## config.mk

```make
export PLATFORM = sky130hd
export DESIGN_NAME = cal_front
export DESIGN_NICKNAME = d
export VERILOG_FILES = /design/src/sv/cal_pkg.sv /design/src/sv/cal_front.sv
export SDC_FILE = /design/constraint.sdc
export NUM_CORES = 1
export LEC_CHECK = 0
export BUFFER_PORTS_ARGS = -buffer_cell sky130_fd_sc_hd__buf_4
export CORE_ASPECT_RATIO = 1.25
export CORE_UTILIZATION = 44
export DETAILED_ROUTE_END_ITERATION = 8
export GPL_TIMING_DRIVEN = 0
export PLACE_DENSITY = 0.84
export REMOVE_ABC_BUFFERS = 1
export SLEW_MARGIN = 30
export SYNTH_ARGS = -nofsm -noshare
export SYNTH_HDL_FRONTEND = slang
export SYNTH_SLANG_ARGS = --single-unit
```

## constraint.sdc

```tcl
create_clock -name clk -period 6.2 [get_ports clk]
set_input_delay 0.93 -clock clk [delete_from_list [all_inputs] [get_ports clk]]
set_output_delay 0.93 -clock clk [all_outputs]
set_load 0.05 [all_outputs]
```

## src/sv/cal_pkg.sv

```systemverilog
// ----------------------------------------------------------------------------
// Connection admission limiter package
// Types and constants shared by the front end, queue and engine.
// ----------------------------------------------------------------------------
`default_nettype none

package cal_pkg;

	localparam int ADDR_W  = 32;
	localparam int STAMP_W = 48;
	localparam int CNT_W   = 16;
	localparam int TMO_W   = 32;

	typedef enum logic [2:0] {
		OP_ADMIT   = 3'd0,
		OP_PROMOTE = 3'd1,
		OP_RELEASE = 3'd2,
		OP_SWEEP   = 3'd3,
		OP_QUERY   = 3'd4
	} op_t;

	typedef enum logic [1:0] {
		CFG_PER_ADDRESS_LIMIT = 2'd0,
		CFG_GLOBAL_LIMIT      = 2'd1,
		CFG_HALF_OPEN_TIMEOUT = 2'd2
	} cfg_idx_t;

	typedef enum logic [2:0] {
		ST_CLEAR,
		ST_IDLE,
		ST_SCAN,
		ST_EXEC,
		ST_DONE
	} state_t;

	typedef struct packed {
		op_t                op;
		logic [ADDR_W-1:0]  addr;
		logic [STAMP_W-1:0] now_ms;
	} cmd_t;

	typedef struct packed {
		logic [CNT_W-1:0] per_address_limit;
		logic [CNT_W-1:0] global_limit;
		logic [TMO_W-1:0] half_open_timeout;
	} cfg_t;

	typedef struct packed {
		logic               used;
		logic [ADDR_W-1:0]  key;
		logic [CNT_W-1:0]   embryonic;
		logic [CNT_W-1:0]   established;
		logic [STAMP_W-1:0] oldest;
	} row_t;

	typedef struct packed {
		logic             admitted;
		logic [CNT_W-1:0] reaped_count;
		logic [CNT_W-1:0] address_inflight;
		logic [CNT_W-1:0] global_inflight;
	} result_t;

	localparam logic [CNT_W-1:0] CNT_MAX = '1;

endpackage

`default_nettype wire

```

## src/sv/cal_front.sv

```systemverilog
// ----------------------------------------------------------------------------
// Connection admission limiter front end
// Accepts items, folds unused opcodes into query and feeds the queue.
// ----------------------------------------------------------------------------
`default_nettype none

module cal_front import cal_pkg::*; (
	input  wire logic               clk,
	input  wire logic               arst_n,
	input  wire logic               enable,
	input  wire logic               in_valid,
	output logic                    in_ready,
	input  wire logic [2:0]         opcode,
	input  wire logic [ADDR_W-1:0]  peer_address,
	input  wire logic [STAMP_W-1:0] time_ms,
	output logic                    push_valid,
	input  wire logic               push_ready,
	output cmd_t                    push_cmd
);

	logic valid_s1;
	cmd_t cmd_s1;
	op_t  op_class;

	always_comb begin
		case (opcode)
			OP_ADMIT:   op_class = OP_ADMIT;
			OP_PROMOTE: op_class = OP_PROMOTE;
			OP_RELEASE: op_class = OP_RELEASE;
			OP_SWEEP:   op_class = OP_SWEEP;
			default:    op_class = OP_QUERY;
		endcase
	end

	assign in_ready   = enable && (!valid_s1 || push_ready);
	assign push_valid = valid_s1;
	assign push_cmd   = cmd_s1;

	always_ff @(posedge clk or negedge arst_n) begin
		if (!arst_n) begin
			valid_s1 <= 1'b0;
		end else if (in_valid && in_ready) begin
			valid_s1 <= 1'b1;
		end else if (push_ready) begin
			valid_s1 <= 1'b0;
		end
	end

	always_ff @(posedge clk) begin
		if (in_valid && in_ready) begin
			cmd_s1.op     <= op_class;
			cmd_s1.addr   <= peer_address;
			cmd_s1.now_ms <= time_ms;
		end
	end

endmodule

`default_nettype wire

```

==> metrics, run 1 <==
outcome completed; post-synth design cell area 2580 um2; pin count of the biggest net entering global routing 27; maximum VDD drop 0.200 mV; met1 WL between 1.5 and 2 mm; Placeable Area 5520 um2; fillcell total 333; Min-Delay Path Class in2async; Tcrit/Tclk final between 30% and 40%; Post-DRT Antenna Nets 0; DRT Wirelength ~5.7 mm; Clock Path Buffers 2; die width a little over 70 um; port bufs 172; Post-synth EDFFs 83; GRT Total Usage around 18%; clk root buf clkbuf_8; post-synthesis sequential area ratio 97.7%; drt initial violations 70; kind of critical path in2out; Pins Over Slew Limit 0; antenna diode count 0; CP arrival 1.50 ns; Top Metal Used met4; antenna violations before repair 0; # setup viols final 0; first-pass GRT wire length 7.96 mm; placed cell area 4030 um2; Std-Cell Rows 30; startpoint types input pin; Worst R2R Path Depth 4; most common cell in the synthesized netlist edfxtp_1; prevailing post-synth register cell edfxtp_1; Final Critical Period 2.43 ns; GRT overflow 0; Clk pin slew, worst setup/hold paths 0.07 ns; Hold Buf Count CTS 0; Unique masters post-synth 8; DP Wirelength 4.34 mm; Die ar. 6170 um2; drt wl/cell about 17 um; synthesis-stage register bit count between 80 and 90; Worst Tran Pin Value 0.596 ns; CP Data Required Time 5.27 ns; P&R area growth vs syn 63.0%; skew final 0.0132 ns; Die Ht about 88 um; leak pwr 1.77 nW; CTS Sinks 84; setup TNS 0 ns; setup bufs post-CTS 0; Synth top area share 96.7%; RSZ-0062 raised after global routing false; Worst setup EP type primary output; vias in the first global route 1664; router iterations before antenna repair 4; FMAX 411 MHz; total CTS buffers 9; vias per inst 4.63; share of layout cells above drive strength 1 67.3%; Final GP Congestion 0.688; ys async rst share 1.19%; via count 1596; area leader, netlist edfxtp_1; metal2 WL 3.37 mm; fin nets 365; post-CTS sizing 0; TritonCTS clock tree done; yosys warns 0; Post-route DRC 0; H-Tree Depth 3; Slew Limit Headroom 60.2%; Top Ports 173; cells after synthesis 92; ranking of synthesized cells by area edfxtp_1 97%, dfrtp_1 0.97%, nand2b_4 0.53%; final hold violation count 0; Avg Synthesized Cell Area 28.0 um2; final instance area 4200 um2; met3 WL post-DR 392 um; most frequent cells after synthesis 83 x edfxtp_1, 2 x nand2_1, 2 x nor2b_1; Max Fanout on Critical Path 3; Starting Density 46.7%; power per cell area 283 nW/um2; Max Cap Viol 0; clk_lat worst skew 0.34 ns
-- sequential cells by signal, indices dropped and copies added (netlist names) --
signal and cells:
push_cmd 83, push_valid 1
-- per-stage QoR --
step / worst slack (ns) / util (%) / power [mW] / hold WS [ns] / cells
after global routing: 3.75 / 76.1 / 1.23 / 0.338 / 345
after floorplan: 3.45 / - / 0.767 / 0.634 / 91
final: 3.77 / 76.1 / 1.19 / 0.365 / 345
after global placement: 3.01 / 71.5 / 0.844 / 0.531 / 327
after CTS: 3.77 / 76.1 / 1.20 / 0.343 / 345
after detailed placement: 3.77 / 73.0 / 0.854 / 0.543 / 330
-- critical path: stages --
cell and delay (ns):
buf_4 0.10, nand2b_4 0.14, and2_4 0.15, buf_4 0.18
-- final cells by class --
type | instances | area [um2] | share of cell area [%]
Multi-Input combinational cell | 7 | 56.3 | 1.34
Clock buffer | 12 | 135 | 3.22
Timing Repair Buffer | 175 | 1370 | 32.7
Tap cell | 64 | 80.1 | 1.91
Clock inverter | 3 | 38.8 | 0.923
Sequential cell | 84 | 2520 | 59.9
-- kinds of logic (layout without fill, tap and decap cells) --
kind of cell           after synthesis  count (layout)  synth area share (%)
DFF                                 84              84                  97.7
and+or+nand+nor                      7               7                  2.18
buffers and inverters                1             190                 0.145
-- final timing paths --
path / from / to / slack, ns
worst max register to register: push_valid / push_cmd[27] / 4.47
worst max-delay path: push_ready / in_ready / 3.77
max in group asynchronous: arst_n / push_valid / 5.75
min in group clk: push_valid / push_valid / 0.55
worst min-delay path: arst_n / push_valid / 0.36
worst min register to register: push_valid / push_valid / 0.55
-- layer usage --
layer	global-route usage, %	vias up
met4	12.5	0
li1	-	735
met3	6.90	16
met2	34.0	83
met5	0	-
met1	16.4	762
-- placed cells by master, fill, tap and decap left out, types with 2 or more instances in the layout --
cell type,n
edfxtp_1,83
buf_16,3
buf_4,172
clkbuf_8,9
clkbuf_1,3
nand2_1,2
nor2b_1,2
-- power by group --
group | total [mW] | switching (mW) | internal, mW
registers | 0.660 | 0.00655 | 0.653
logic | 0.180 | 0.110 | 0.0698
clock network | 0.350 | 0.168 | 0.183
total | 1.19 | 0.285 | 0.906
(Power assumes the default switching activity.)
==> run 2: changes to the inputs <==
--- a/config.mk
+++ b/config.mk
@@ -7,10 +7,10 @@
 export LEC_CHECK = 0
 export BUFFER_PORTS_ARGS = -buffer_cell sky130_fd_sc_hd__buf_4
 export CORE_ASPECT_RATIO = 1.25
-export CORE_UTILIZATION = 44
+export CORE_UTILIZATION = 37
 export DETAILED_ROUTE_END_ITERATION = 8
 export GPL_TIMING_DRIVEN = 0
-export PLACE_DENSITY = 0.84
+export PLACE_DENSITY = 0.75
 export REMOVE_ABC_BUFFERS = 1
 export SLEW_MARGIN = 30
 export SYNTH_ARGS = -nofsm -noshare
==> constraint.sdc (replaced) <==
create_clock -name clk -period 2.15 [get_ports clk]
set_input_delay 0.3225 -clock clk [delete_from_list [all_inputs] [get_ports clk]]
set_output_delay 0.3225 -clock clk [all_outputs]
set_load 0.05 [all_outputs]
==> metrics, run 2 (synthesis results as in run 1) <==
DRT Wirelength 5.49 mm; clk_lat worst skew 0.34 ns; Largest delay share family, worst path simple AND/OR/NAND/NOR gates; placed cell area about 4000 um2; Final GP Congestion 0.659; vias per inst 4.26; Die Ht about 95 um; min-delay src peer_address[14]; H-Tree Depth 3; Worst setup EP type register; # setup viols final 0; Largest register FFs 83; Std-Cell Rows 33; fin nets 366; CTS Sinks 84; critical path's largest stage delay 0.52 ns; final hold violation count 0; Final WS setup roughly 0.39 ns; commonest non-fill, non-tap cell in the layout buf_4; startpoint types register; register area 2520 um2; most frequent CP cell buf_16; Top Ports approximately 170; WHS between 0.15 and 0.2 ns; Final Critical Period 1.76 ns; power per cell area 862 nW/um2; TritonCTS clock tree done; crit path buf inv count 2; router iterations before antenna repair 3; total CTS buffers 9; Pins Over Slew Limit 0; DP Wirelength 4.29 mm; FMAX 567 MHz; Placeable Area about 6600 um2; crit-path cells nand2b_4 > nor2b_4 > buf_16 > buf_16; Crit Reg-Reg Startpoint push_valid; CP arrival 1.81 ns; Worst Tran Pin Value 0.596 ns; Post-DRT Antenna Nets 0; Critical Path Start push_valid; via count approximately 1600; Post-route DRC 0; Starting Density 38.8%; drt wl/cell 14.8 um; pre-CTS setup slack 0.345 ns; pin count of the biggest net entering global routing 27; multi-input logic area 56.3 um2; clk root buf clkbuf_8; setup bufs post-CTS 0; Slew Limit Headroom 60.2%; setup TNS 0 ns; first-pass GRT wire length 7.87 mm; most frequent cells in the layout 172 x buf_4, 83 x edfxtp_1, 9 x clkbuf_8; die width 76.7 um; GRT overflow 0; GRT Total Usage 15.2%; Clk pin slew, worst setup/hold paths 0.09 ns; kind of critical path reg2reg; Max Fanout on Critical Path 25; final instance area 4300 um2; antenna diode count 0; Tcrit/Tclk final 82.0%; Clock Path Buffers 2; Crit-path slowest cell nor2b_4; port bufs 172; maximum VDD drop 0.505 mV; leak pwr 1.80 nW; Die ar. 7310 um2; CP Data Required Time roughly 2.2 ns; Max Cap Viol 0; fillcell total ~500; Min-Delay Path Class in2reg; vias in the first global route 1640; RSZ-0062 raised after global routing false; skew final 0.00943 ns; post-CTS sizing 0; drt initial violations 76; Hold Buf Count CTS 1; Total Power between 3 and 4 mW; outcome completed; P&R area growth vs syn 66.7%; antenna violations before repair 0; share of layout cells above drive strength 1 67.8%
==> run 2: cell count changes in the layout (fill, tap and decap cells not counted) <==
| cell | change |
|---|---|
| clkinv_2 | +1 |
| dlygate4sd3_1 | +1 |
| bufinv_16 | +2 |
| clkinv_1 | -1 |
| clkbuf_1 | -1 |
==> run 2: area by class of cell <==
class / instances / share of cell area (%)
multi-input cells: 7 / 1.31
well taps: 87 / 2.53
clock buffers: 11 / 3.06
clock inverters: 5 / 2.33
flip-flops and latches: 84 / 58.6
repair buffers: 176 / 32.2
==> run 2: stage by stage <==
| step | std cells | util, % |
|---|---|---|
| 6_report | 370 | 64.7 |
| 3_3_place_gp | 350 | 59.8 |
| 3_5_place_dp | 353 | 61.0 |
| 2_1_floorplan | 91 | - |
| 4_1_cts | 370 | 64.7 |
| 5_1_grt | 370 | 64.7 |
==> run 2: where the power goes <==
part           switching (mW)  internal (mW)  total, mW
Clock                   0.515          0.769       1.28
Sequential             0.0187           1.88       1.90
Combinational           0.316          0.203      0.519
Total                   0.850           2.85       3.70
==> run 2: final timing paths <==
check | end | slack (ns) | cells after the start
setup / recovery | push_cmd[13] | 0.39 | 4
hold / removal | push_cmd[62] | 0.15 | 1
setup reg to reg | push_cmd[13] | 0.39 | 4
hold reg to reg | push_valid | 0.56 | 2
max in group asynchronous | push_valid | 1.78 | 2
min in group asynchronous | push_valid | 0.29 | 2
==> run 2: metal layers <==
metal / GRT usage (%) / wire, um / up-vias
met2: 28.1 / 3200 / 77
met1: 14.3 / 1710 / 750
met5: 0 / 0 / -
li1: - / - / 737
met3: 6.12 / 444 / 12
met4: 8.81 / 139 / 0
