$ cat config.mk
export PLATFORM = sky130hd
export DESIGN_NAME = cal_queue
export DESIGN_NICKNAME = d
export VERILOG_FILES = /design/src/sv/cal_pkg.sv /design/src/sv/cal_queue.sv
export SDC_FILE = /design/constraint.sdc
export NUM_CORES = 1
export LEC_CHECK = 0
export BUFFER_PORTS_ARGS = -buffer_cell sky130_fd_sc_hd__buf_2
export CAP_MARGIN = 40
export CELL_PAD_IN_SITES_DETAIL_PLACEMENT = 1
export CELL_PAD_IN_SITES_GLOBAL_PLACEMENT = 2
export CORE_MARGIN = 3
export CORE_UTILIZATION = 39
export CTS_BUF_LIST = sky130_fd_sc_hd__clkbuf_16
export CTS_CLUSTER_SIZE = 16
export DETAILED_ROUTE_END_ITERATION = 8
export HOLD_SLACK_MARGIN = 0.08
export PLACE_DENSITY = 0.9
export SLEW_MARGIN = 20
export SYNTH_ARGS = -nofsm -noshare
export SYNTH_HDL_FRONTEND = slang
export SYNTH_SLANG_ARGS = --single-unit
$ cat constraint.sdc
create_clock -name clk -period 6.55 [get_ports clk]
set_clock_uncertainty 0.1 [all_clocks]
set_input_delay 1.6375 -clock clk [delete_from_list [all_inputs] [get_ports clk]]
set_output_delay 1.6375 -clock clk [all_outputs]
set_load 0.02 [all_outputs]
$ cat src/sv/cal_pkg.sv
// ----------------------------------------------------------------------------
// Connection admission limiter package
// Types and constants shared by the front end, queue and engine.
// ----------------------------------------------------------------------------
`default_nettype none

package cal_pkg;

	localparam int ADDR_W  = 32;
	localparam int STAMP_W = 48;
	localparam int CNT_W   = 16;
	localparam int TMO_W   = 32;

	typedef enum logic [2:0] {
		OP_ADMIT   = 3'd0,
		OP_PROMOTE = 3'd1,
		OP_RELEASE = 3'd2,
		OP_SWEEP   = 3'd3,
		OP_QUERY   = 3'd4
	} op_t;

	typedef enum logic [1:0] {
		CFG_PER_ADDRESS_LIMIT = 2'd0,
		CFG_GLOBAL_LIMIT      = 2'd1,
		CFG_HALF_OPEN_TIMEOUT = 2'd2
	} cfg_idx_t;

	typedef enum logic [2:0] {
		ST_CLEAR,
		ST_IDLE,
		ST_SCAN,
		ST_EXEC,
		ST_DONE
	} state_t;

	typedef struct packed {
		op_t                op;
		logic [ADDR_W-1:0]  addr;
		logic [STAMP_W-1:0] now_ms;
	} cmd_t;

	typedef struct packed {
		logic [CNT_W-1:0] per_address_limit;
		logic [CNT_W-1:0] global_limit;
		logic [TMO_W-1:0] half_open_timeout;
	} cfg_t;

	typedef struct packed {
		logic               used;
		logic [ADDR_W-1:0]  key;
		logic [CNT_W-1:0]   embryonic;
		logic [CNT_W-1:0]   established;
		logic [STAMP_W-1:0] oldest;
	} row_t;

	typedef struct packed {
		logic             admitted;
		logic [CNT_W-1:0] reaped_count;
		logic [CNT_W-1:0] address_inflight;
		logic [CNT_W-1:0] global_inflight;
	} result_t;

	localparam logic [CNT_W-1:0] CNT_MAX = '1;

endpackage

`default_nettype wire

$ cat src/sv/cal_queue.sv
// ----------------------------------------------------------------------------
// Connection admission limiter command queue
// Two-entry queue that decouples the front end from the engine.
// ----------------------------------------------------------------------------
`default_nettype none

module cal_queue import cal_pkg::*; (
	input  wire logic clk,
	input  wire logic arst_n,
	input  wire logic push_valid,
	output logic      push_ready,
	input  wire cmd_t push_cmd,
	output logic      pop_valid,
	input  wire logic pop_ready,
	output cmd_t      pop_cmd
);

	cmd_t       slots_q [2];
	logic       wr_ptr_q;
	logic       rd_ptr_q;
	logic [1:0] count_q;
	logic       do_push;
	logic       do_pop;

	assign push_ready = (count_q != 2'd2);
	assign pop_valid  = (count_q != 2'd0);
	assign pop_cmd    = slots_q[rd_ptr_q];
	assign do_push    = push_valid && push_ready;
	assign do_pop     = pop_valid && pop_ready;

	always_ff @(posedge clk or negedge arst_n) begin
		if (!arst_n) begin
			wr_ptr_q <= 1'b0;
			rd_ptr_q <= 1'b0;
			count_q  <= 2'd0;
		end else begin
			if (do_push) begin
				wr_ptr_q <= !wr_ptr_q;
			end
			if (do_pop) begin
				rd_ptr_q <= !rd_ptr_q;
			end
			if (do_push && !do_pop) begin
				count_q <= count_q + 2'd1;
			end else if (do_pop && !do_push) begin
				count_q <= count_q - 2'd1;
			end
		end
	end

	always_ff @(posedge clk) begin
		if (do_push) begin
			slots_q[wr_ptr_q] <= push_cmd;
		end
	end

endmodule

`default_nettype wire

==> results by group, run 1 <==
Status
  – Status: finished, final reports clean

Place
  – Port Buffers: ~170
  – HPWL after DPL: approximately 9000 um
  – DP Area: between 7000 and 8000 sq um
  – Post-Place Setup Slack: roughly 3.1 ns
  – GP Congestion: 0.6929

Timing
  – Final Hold Vio Count: 0
  – Final Cycle Share: 0.5820
  – F_max: around 260 MHz
  – Slew @ Worst Pin: approximately 0.63 ns
  – Fin worst setup slack: about 2.7 ns
  – Max-slew violations: 0
  – Min cycle time layout: approximately 3.8 ns
  – Final setup TNS: 0 ns
  – RSZ-0062 raised after global routing: no
  – Max_slew headroom: 0.5793
  – Final count of negative-setup-slack endpoints: 0
  – Hold WS: between 0.4 and 0.5 ns

Route
  – Router iterations before antenna repair: 4
  – Vias per inst: roughly 4.6
  – Final ANT Viol Nets: 0
  – DR iter-0 viols: 160
  – Drt drc: 0
  – Routed WL: roughly 13000 um
  – Vias: about 3200
  – Detailed-route wire length per cell: about 18 um

Final layout
  – Seq. cell area: 5089 sq um
  – Syn-to-layout area delta: 26.59%
  – Antenna cell count: 0
  – Fillcell total: roughly 1500
  – Nets: 550
  – Share of cells above drive strength 1: 0.6105
  – Fin area: slightly above 8000 sq um
  – Most common cell after layout, fill and taps aside: buf_2
  – Multi-input logic area: ~1300 sq um
  – Most frequent cells in the layout: 171 x buf_2, 166 x edfxtp_1, 60 x mux2_4

Hold path
  – Hold WC Path Type: reg -> reg

Pwr
  – P_sw: approximately 1200 uW
  – Sw Share: 0.3176
  – Power Density: around 480 nW/um^2
  – Maximum vdd ir drop: 0.0003975 V
  – Internal: 2659 uW
  – Clk pwr share: 0.253
  – Combinational Power Share: 0.339
  – Leakage power: roughly 0.0032 uW
  – Reg power frac: 0.407

Critical path
  – Setup Crit Path Kind: reg -> out
  – R2R setup slack: between 4 and 5 ns
  – Worst-path fanout max: 27
  – WP data arrival: a little over 2 ns
  – Crit path largest cell delay: ~0.63 ns
  – Highest-delay cell along the critical path: dfrtp_4
  – Startpoint Class: flip-flop
  – Setup crit end kind: output port
  – CP required: around 4.8 ns
  – Crit-path cells: buf_4, mux2_2, buf_2

Synthesis
  – Top-area cell type share of the netlist area: 0.7755
  – Synthesized flop and latch total: between 150 and 200
  – Yosys cell types: 15
  – Synth top area cells: edfxtp_1 78%, mux2_4 14%, mux2_2 4.0%, dfrtp_1 1.6%, buf_6 1.2%
  – Post-synth net total: about 360
  – Synthesized area: between 6000 and 7000 sq um
  – Avg Inst Size Synth: 23.29 sq um
  – Ys Warns: 0
  – Cells after synthesis: ~280
  – Synth area leader: edfxtp_1
  – Seq/Total Area, Yosys: 0.7911

GRT
  – Grt ovf: 0
  – Largest net degree at the start of global routing: 44
  – Vias in the first global route: 3607
  – Tot GR Track Use: 0.1427
  – Global-route wire length before repair: about 19000 um
  – Initial antenna violation count: 0

Floorplan
  – I/O pin count: 172
  – Die width: between 100 and 150 um
  – Initial core utilization: 0.4017
  – Die H: about 130 um
  – Die area: around 18000 sq um
  – FP Rows: between 40 and 50
  – Core ar.: around 16000 sq um

Clocking
  – Worst skew pair latency: 0.41 ns
  – Hold buffer count at CTS: 0
  – CTS tree: yes
  – Num Clock Sinks: 170
  – Num CTS Buffers: 17
  – CTS H-tree lvls: 4
  – Post-CTS Setup Inserts: 0
  – Clk buf depth: 2
  – Resize count post-CTS: 0
  – Clock transition at the registers of the reported paths: about 0.060 ns
  – CTS Root Cell: clkbuf_16

Run
  – Max-cap violations: 0
==> synthesized netlist by cell type <==
| cell | n |
|---|---|
| and3_1 | 1 |
| buf_2 | 2 |
| buf_6 | 7 |
| dfrtp_1 | 4 |
| edfxtp_1 | 166 |
| ha_1 | 1 |
| inv_1 | 1 |
| mux2_2 | 23 |
| mux2_4 | 60 |
| nand2_1 | 2 |
| nand2b_1 | 1 |
| nor2_1 | 2 |
| or2_2 | 1 |
| xnor2_1 | 3 |
| xor2_1 | 2 |
==> kinds of logic (layout without fill, tap and decap cells) <==
family,after synthesis,count (layout),synth area share
simple gates,7,7,0.005259
mux,83,83,0.1805
fa+ha+maj,1,1,0.001946
buf+inv,10,209,0.01441
xor+xnor,5,5,0.006815
flops,170,170,0.7911
==> area by class of cell <==
| type | instances | area share |
|---|---|---|
| flip-flops and latches | 170 | 0.6254 |
| clock inverters | 15 | 0.01968 |
| multi-input cells | 96 | 0.1552 |
| well taps | 216 | 0.03322 |
| inverters | 1 | 0.0004613 |
| repair buffers | 176 | 0.1138 |
| clock buffers | 17 | 0.05228 |
==> per-layer routing <==
metal	wire length, um	GRT usage	vias up
met5	0	0	-
met3	787	0.04876	19
met1	4938	0.1620	1591
met2	6729	0.2514	111
li1	-	-	1463
met4	248	0.04977	0
==> through the flow <==
step,power (uW),instances,utilization
4_1_cts,3959,691,0.5085
3_3_place_gp,2891,657,0.4690
3_5_place_dp,2964,659,0.4719
5_1_grt,4089,691,0.5085
2_1_floorplan,2580,276,-
6_report,3896,691,0.5085
==> power by group through the flow <==
stage	registers, uW	logic [uW]	clock network [uW]
2_1_floorplan	1580	999	0
3_3_place_gp	1660	1230	0
3_5_place_dp	1610	1350	0
4_1_cts	1590	1350	1020
5_1_grt	1610	1410	1070
6_report	1590	1320	987
==> state kept, by name (all words and copies together), names as in the netlist <==
name,flops
wr_ptr_q,1
rd_ptr_q,1
count_q,2
slots_q,166
==> path summary, 6_finish.rpt <==
check	from	to	cells past startpoint
max reg2reg	count_q[0]	slots_q[1][44]	3
min in group asynchronous	arst_n	wr_ptr_q	1
max	rd_ptr_q	pop_cmd[4]	3
min reg2reg	count_q[1]	count_q[1]	1
max in group asynchronous	arst_n	rd_ptr_q	1
min	count_q[1]	count_q[1]	1
==> worst max-delay path, delay by kind of cell (launching register included) <==
kind	cells	cell delay [ns]
multiplexers	1	0.40
buffers and inverters	2	0.63
flip-flops	1	0.63
No activity file was read; power rests on OpenSTA's default activity.
==> run 2: changes to the inputs <==
Settings changed: CORE_UTILIZATION 39 to 35, PLACE_DENSITY 0.9 to 0.86.
Clock period 6.55 ns to 3.3 ns, I/O delays scaled along.
==> run 2 against run 1 <==
Net effect:
- wire length up 1.5%
- register-to-register slack worse by 3.1 ns
- global-route usage down 1.2 points
- total power up 97%
- cell area about the same
==> results by group, run 2 (synthesis results as in run 1) <==
Run
  – Max-cap violations: 0 (unchanged)

GRT
  – Tot GR Track Use: 0.1308 (was 0.1427)
  – Global-route wire length before repair: 19780 um (was 19460 um)
  – Vias in the first global route: 3619 (was 3607)
  – Initial antenna violation count: 1 (was 0)
  – Grt ovf: 0 (unchanged)
  – Largest net degree at the start of global routing: 50 (was 44)

Route
  – Vias: 3159 (was 3184)
  – DR iter-0 viols: 114 (was 160)
  – Drt drc: 0 (unchanged)
  – Detailed-route wire length per cell: 18.36 um (was 18.38 um)
  – Vias per inst: 4.500 (was 4.608)
  – Router iterations before antenna repair: 4 (unchanged)
  – Routed WL: 12890 um (was 12700 um)
  – Final ANT Viol Nets: 0 (unchanged)

Timing
  – Final count of negative-setup-slack endpoints: 0 (unchanged)
  – Final Hold Vio Count: 0 (unchanged)
  – Max_slew headroom: 0.5562 (was 0.5793)
  – Min cycle time layout: 2.914 ns
  – F_max: between 300 and 400 MHz
  – Final Cycle Share: 0.8831
  – Final setup TNS: 0 ns (unchanged)
  – Max-slew violations: 0 (unchanged)
  – Slew @ Worst Pin: 0.6657 ns (was 0.6311 ns)
  – RSZ-0062 raised after global routing: no (unchanged)

Place
  – GP Congestion: 0.6906 (was 0.6929)
  – HPWL after DPL: 8944 um (was 8796 um)
  – Placed instance count: 670 (was 659)
  – Port Buffers: 171 (unchanged)

Clocking
  – Clock transition at the registers of the reported paths: 0.06 ns (about the same)
  – Worst skew pair latency: 0.41 ns (about the same)
  – CTS tree: yes (unchanged)
  – Hold buffer count at CTS: 0 (unchanged)
  – CTS Root Cell: clkbuf_16 (unchanged)
  – Clk buf depth: 2 (unchanged)
  – Num Clock Sinks: 170 (unchanged)
  – Resize count post-CTS: 0 (unchanged)
  – CTS H-tree lvls: 4 (unchanged)
  – Post-CTS Setup Inserts: 0 (unchanged)
  – Num CTS Buffers: 17 (unchanged)

Floorplan
  – I/O pin count: 172 (unchanged)
  – Die area: 20030 sq um (was 18060 sq um)
  – Initial core utilization: 0.3640 (was 0.4017)
  – Die width: 141.5 um (was 134.4 um)
  – FP Rows: 48 (was 46)
  – Die H: 141.5 um (was 134.4 um)
  – Core ar.: 17660 sq um (was 16000 sq um)

Pwr
  – Maximum vdd ir drop: 0.0004448 V (was 0.0003975 V)
  – Leakage power: 0.003216 uW (was 0.003208 uW)
  – Power Density: 944.3 nW/um^2 (was 478.8 nW/um^2)
  – Tot Pwr: 7689 uW (was 3896 uW)

Critical path
  – Startpoint Class: flip-flop (unchanged)
  – CP required: 2.37 ns (was 4.81 ns)
  – WP data arrival: 1.99 ns (was 2.07 ns)
  – Worst-path fanout max: 29 (was 27)
  – Setup crit end kind: output port (unchanged)
  – R2r worst-path depth: 4 (was 3)
  – Setup Crit Path Kind: reg -> out (unchanged)
  – CP startpoint: rd_ptr_q (unchanged)
  – Worst R2R Start: count_q[0] (unchanged)

Final layout
  – Share of cells above drive strength 1: 0.6205 (was 0.6105)
  – Largest regs: slots_q: 166 flops, count_q: 2 flops (unchanged)
  – Most frequent cells in the layout: 171 x buf_2, 166 x edfxtp_1, 60 x mux2_4 (unchanged)
  – Syn-to-layout area delta: 26.69% (was 26.59%)
  – Max FFs per register: 166 (unchanged)
  – Finished Layout Cells: 702 (was 691)
  – Nets: 552 (was 550)
  – Top reg by flops: slots_q (unchanged)
  – Most common cell after layout, fill and taps aside: buf_2 (unchanged)
  – Antenna cell count: 0 (unchanged)

Status
  – Status: finished, final reports clean (unchanged)

Hold path
  – Hold WC Path Type: in -> async (was reg -> reg)
## run 2: area by class of cell
| class | count | area, sq um |
|---|---|---|
| multi-input cells | 96 | 1262 |
| fillers | 1701 | 9514 |
| flip-flops and latches | 170 | 5089 |
| clock buffers | 17 | 425.4 |
| inverters | 1 | 3.754 |
| well taps | 225 | 281.5 |
| clock inverters | 15 | 147.6 |
| repair buffers | 178 | 933.4 |
## run 2: where the power goes
part | internal [uW] | leakage (uW) | switching, uW | total [uW]
Sequential | 2960 | 0.00159 | 206 | 3160
Combinational | 1140 | 0.00135 | 1460 | 2600
Clock | 1110 | 0.000281 | 809 | 1920
Total | 5210 | 0.00322 | 2480 | 7690
## run 2: path summary, 6_finish.rpt
kind	end	slack, ns
max reg2reg	slots_q[0][43]	1.44
min reg2reg	count_q[1]	0.41
min	wr_ptr_q	0.11
max	pop_cmd[15]	0.39
min in group clk	count_q[1]	0.41
max in group asynchronous	rd_ptr_q	2.84
## run 2: per-stage QoR
step	utilization	hold slack [ns]	setup slack [ns]	instance area, sq um
after floorplan	-	0.3559	0.6028	6436
after global placement	0.4287	0.3766	0.8001	7570
after detailed placement	0.4287	0.4057	0.7837	7570
after CTS	0.4612	0.08357	0.3268	8143
after global routing	0.4612	0.08931	0.2758	8143
final	0.4612	0.1125	0.3859	8143
## run 2: metal layers
| layer | GRT usage | vias up | routed length [um] |
|---|---|---|---|
| met5 | 0 | - | 13 |
| met1 | 0.1479 | 1563 | 5114 |
| met3 | 0.04112 | 16 | 806 |
| met2 | 0.2320 | 111 | 6774 |
| met4 | 0.04899 | 2 | 182 |
| li1 | - | 1467 | - |
## run 2: critical path, cell delays in order, from the launching register on
cell and delay [ns]:
dfrtp_4 0.70, buf_4 0.37, mux2_4 0.33, buf_2 0.17
==> run 3: changes to the inputs <==
Settings changed: CORE_UTILIZATION 35 to 39, PLACE_DENSITY 0.86 to 0.9, RECOVER_POWER from default to 25.
Clock period 3.3 ns to 2.9 ns, I/O delays scaled along.
==> run 3 against run 2 <==
Net effect:
- combinational power increased by 17%
- cell count decreased by 1.3%
- clock power increased by 16%
- global-route usage increased by 1.2 points
- non-clock buffer count increased by 1
- count of clock-buffer cells in the layout unchanged
- worst hold slack improved by 0.28 ns
- highest routed layer unchanged
==> results by group, run 3 (synthesis results as in run 1) <==
Critical path
  – Crit-path cells: buf_4, mux2_2, buf_2 (was buf_4, mux2_4, buf_2)
  – Setup crit end kind: output port (unchanged)
  – Highest-delay cell along the critical path: dfrtp_4 (unchanged)
  – Worst-path fanout max: 20 (was 29)
  – Setup Crit Path Kind: reg -> out (unchanged)
  – WP data arrival: 1.93 ns (was 1.99 ns)
  – Crit path largest cell delay: 0.62 ns (was 0.70 ns)
  – CP required: 2.08 ns (was 2.37 ns)
  – Startpoint Class: flip-flop (unchanged)

Final layout
  – Syn-to-layout area delta: 26.57% (was 26.69%)
  – Fillcell total: 1542 (was 1701)
  – Multi-input logic area: 1262 sq um (unchanged)
  – Antenna cell count: 0 (unchanged)
  – Seq. cell area: 5089 sq um (unchanged)
  – Fin area: 8135 sq um (was 8143 sq um)
  – Nets: 553 (was 552)
  – Finished Layout Cells: 693 (was 702)
  – Max FFs per register: 166 (unchanged)
  – Largest regs: slots_q: 166 flops, count_q: 2 flops (unchanged)
  – Share of cells above drive strength 1: 0.5493 (was 0.6205)
  – Top reg by flops: slots_q (unchanged)
  – Most frequent cells in the layout: 166 x edfxtp_1, 141 x buf_2, 60 x mux2_4 (was 171 x buf_2, 166 x edfxtp_1, 60 x mux2_4)
  – Most common cell after layout, fill and taps aside: edfxtp_1 (was buf_2)

Timing
  – Fin worst setup slack: 0.1494 ns (was 0.3859 ns)
  – Max-slew violations: 0 (unchanged)
  – Min cycle time layout: about 2.8 ns
  – Hold WS: 0.3920 ns (was 0.1125 ns)
  – Final setup TNS: 0 ns (unchanged)
  – RSZ-0062 raised after global routing: no (unchanged)
  – Final Cycle Share: 0.9485
  – Final count of negative-setup-slack endpoints: 0 (unchanged)
  – Max_slew headroom: 0.7236 (was 0.5562)
  – Final Hold Vio Count: 0 (unchanged)
  – F_max: around 360 MHz
  – Slew @ Worst Pin: 0.4146 ns (was 0.6657 ns)

Clocking
  – CTS tree: yes (unchanged)
  – Clock transition at the registers of the reported paths: 0.06 ns (about the same)
  – Hold buffer count at CTS: 1 (was 0)
  – CTS H-tree lvls: 4 (unchanged)
  – Resize count post-CTS: 0 (unchanged)
  – Clk buf depth: 2 (unchanged)
  – Num Clock Sinks: 170 (unchanged)
  – CTS Root Cell: clkbuf_16 (unchanged)
  – Post-CTS Setup Inserts: 0 (unchanged)
  – Num CTS Buffers: 17 (unchanged)
  – Worst skew pair latency: 0.41 ns (about the same)

Route
  – Vias per inst: 4.576 (was 4.500)
  – Vias: 3171 (was 3159)
  – Detailed-route wire length per cell: 18.35 um (was 18.36 um)
  – Drt drc: 0 (unchanged)
  – DR iter-0 viols: 110 (was 114)
  – Router iterations before antenna repair: 5 (was 4)
  – Final ANT Viol Nets: 0 (unchanged)
  – Routed WL: 12720 um (was 12890 um)

Pwr
  – Power Density: 1084 nW/um^2 (was 944.3 nW/um^2)
  – Leakage power: 0.003151 uW (was 0.003216 uW)
  – Maximum vdd ir drop: 0.0005093 V (was 0.0004448 V)

GRT
  – Initial antenna violation count: 1 (unchanged)
  – Largest net degree at the start of global routing: 64 (was 50)
  – Vias in the first global route: 3630 (was 3619)
  – Global-route wire length before repair: 19460 um (was 19780 um)
  – Grt ovf: 0 (unchanged)
  – Tot GR Track Use: 0.1432 (was 0.1308)

Floorplan
  – FP Rows: 46 (was 48)
  – Core ar.: 16000 sq um (was 17660 sq um)
  – Initial core utilization: 0.4017 (was 0.3640)
  – I/O pin count: 172 (unchanged)
  – Die H: 134.4 um (was 141.5 um)
  – Die width: 134.4 um (was 141.5 um)
  – Die area: 18060 sq um (was 20030 sq um)

Place
  – Post-Place Setup Slack: 0.5541 ns (was 0.7837 ns)
  – Placed instance count: 661 (was 670)
  – Port Buffers: 171 (unchanged)
  – HPWL after DPL: 8856 um (was 8944 um)
  – GP Congestion: 0.6688 (was 0.6906)
  – DP Area: 7584 sq um (was 7570 sq um)

Status
  – Status: finished, final reports clean (unchanged)

Hold path
  – Hold WC Path Type: reg -> reg (was in -> async)

Run
  – Max-cap violations: 0 (unchanged)
## run 3: changes by cell type in the layout (fill, tap and decap cells not counted), moves of 2 or more
cell / delta
buf_12: +2
clkinv_1: +2
buf_2: -30
clkinv_2: -2
buf_4: -2
clkbuf_1: +30
## run 3: power by group
group	leakage [uW]	switching, uW	internal (uW)
logic	0.00128	1710	1330
registers	0.00159	208	3360
clock network	0.000287	877	1340
## run 3: routing by layer
| metal | GRT usage | wire length (um) |
|---|---|---|
| met5 | 0 | 7 |
| met1 | 0.1548 | 4801 |
| met3 | 0.05326 | 803 |
| met2 | 0.2612 | 6994 |
| met4 | 0.04299 | 110 |
## run 3: critical path, delay by kind of cell (launching register included)
kind / cells / cell delay (ns)
DFF: 1 / 0.62
buffers and inverters: 2 / 0.51
muxes: 1 / 0.38
## run 3: metrics by stage
stage | total power, uW | utilization
finish | 8821 | 0.5084
global placement | 6605 | 0.4740
global route | 9246 | 0.5084
detailed placement | 6727 | 0.4740
floorplan | 5791 | -
CTS | 8977 | 0.5108
## run 3: final timing paths
kind	start	to	slack, ns	depth (start not counted)
worst max-delay path	rd_ptr_q	pop_cmd[65]	0.15	3
worst max register to register	count_q[0]	slots_q[1][15]	1.07	3
worst min register to register	count_q[1]	count_q[1]	0.39	1
min in group asynchronous	arst_n	wr_ptr_q	0.55	2
max in group asynchronous	arst_n	rd_ptr_q	2.00	2
worst min-delay path	count_q[1]	count_q[1]	0.39	1
## run 3: area by class of cell
class,count,share of cell area
Clock buffer,17,0.05229
Inverter,1,0.0004614
Multi-Input combinational cell,96,0.1552
Tap cell,216,0.03322
Timing Repair Buffer,179,0.1144
Sequential cell,170,0.6255
Clock inverter,14,0.01892
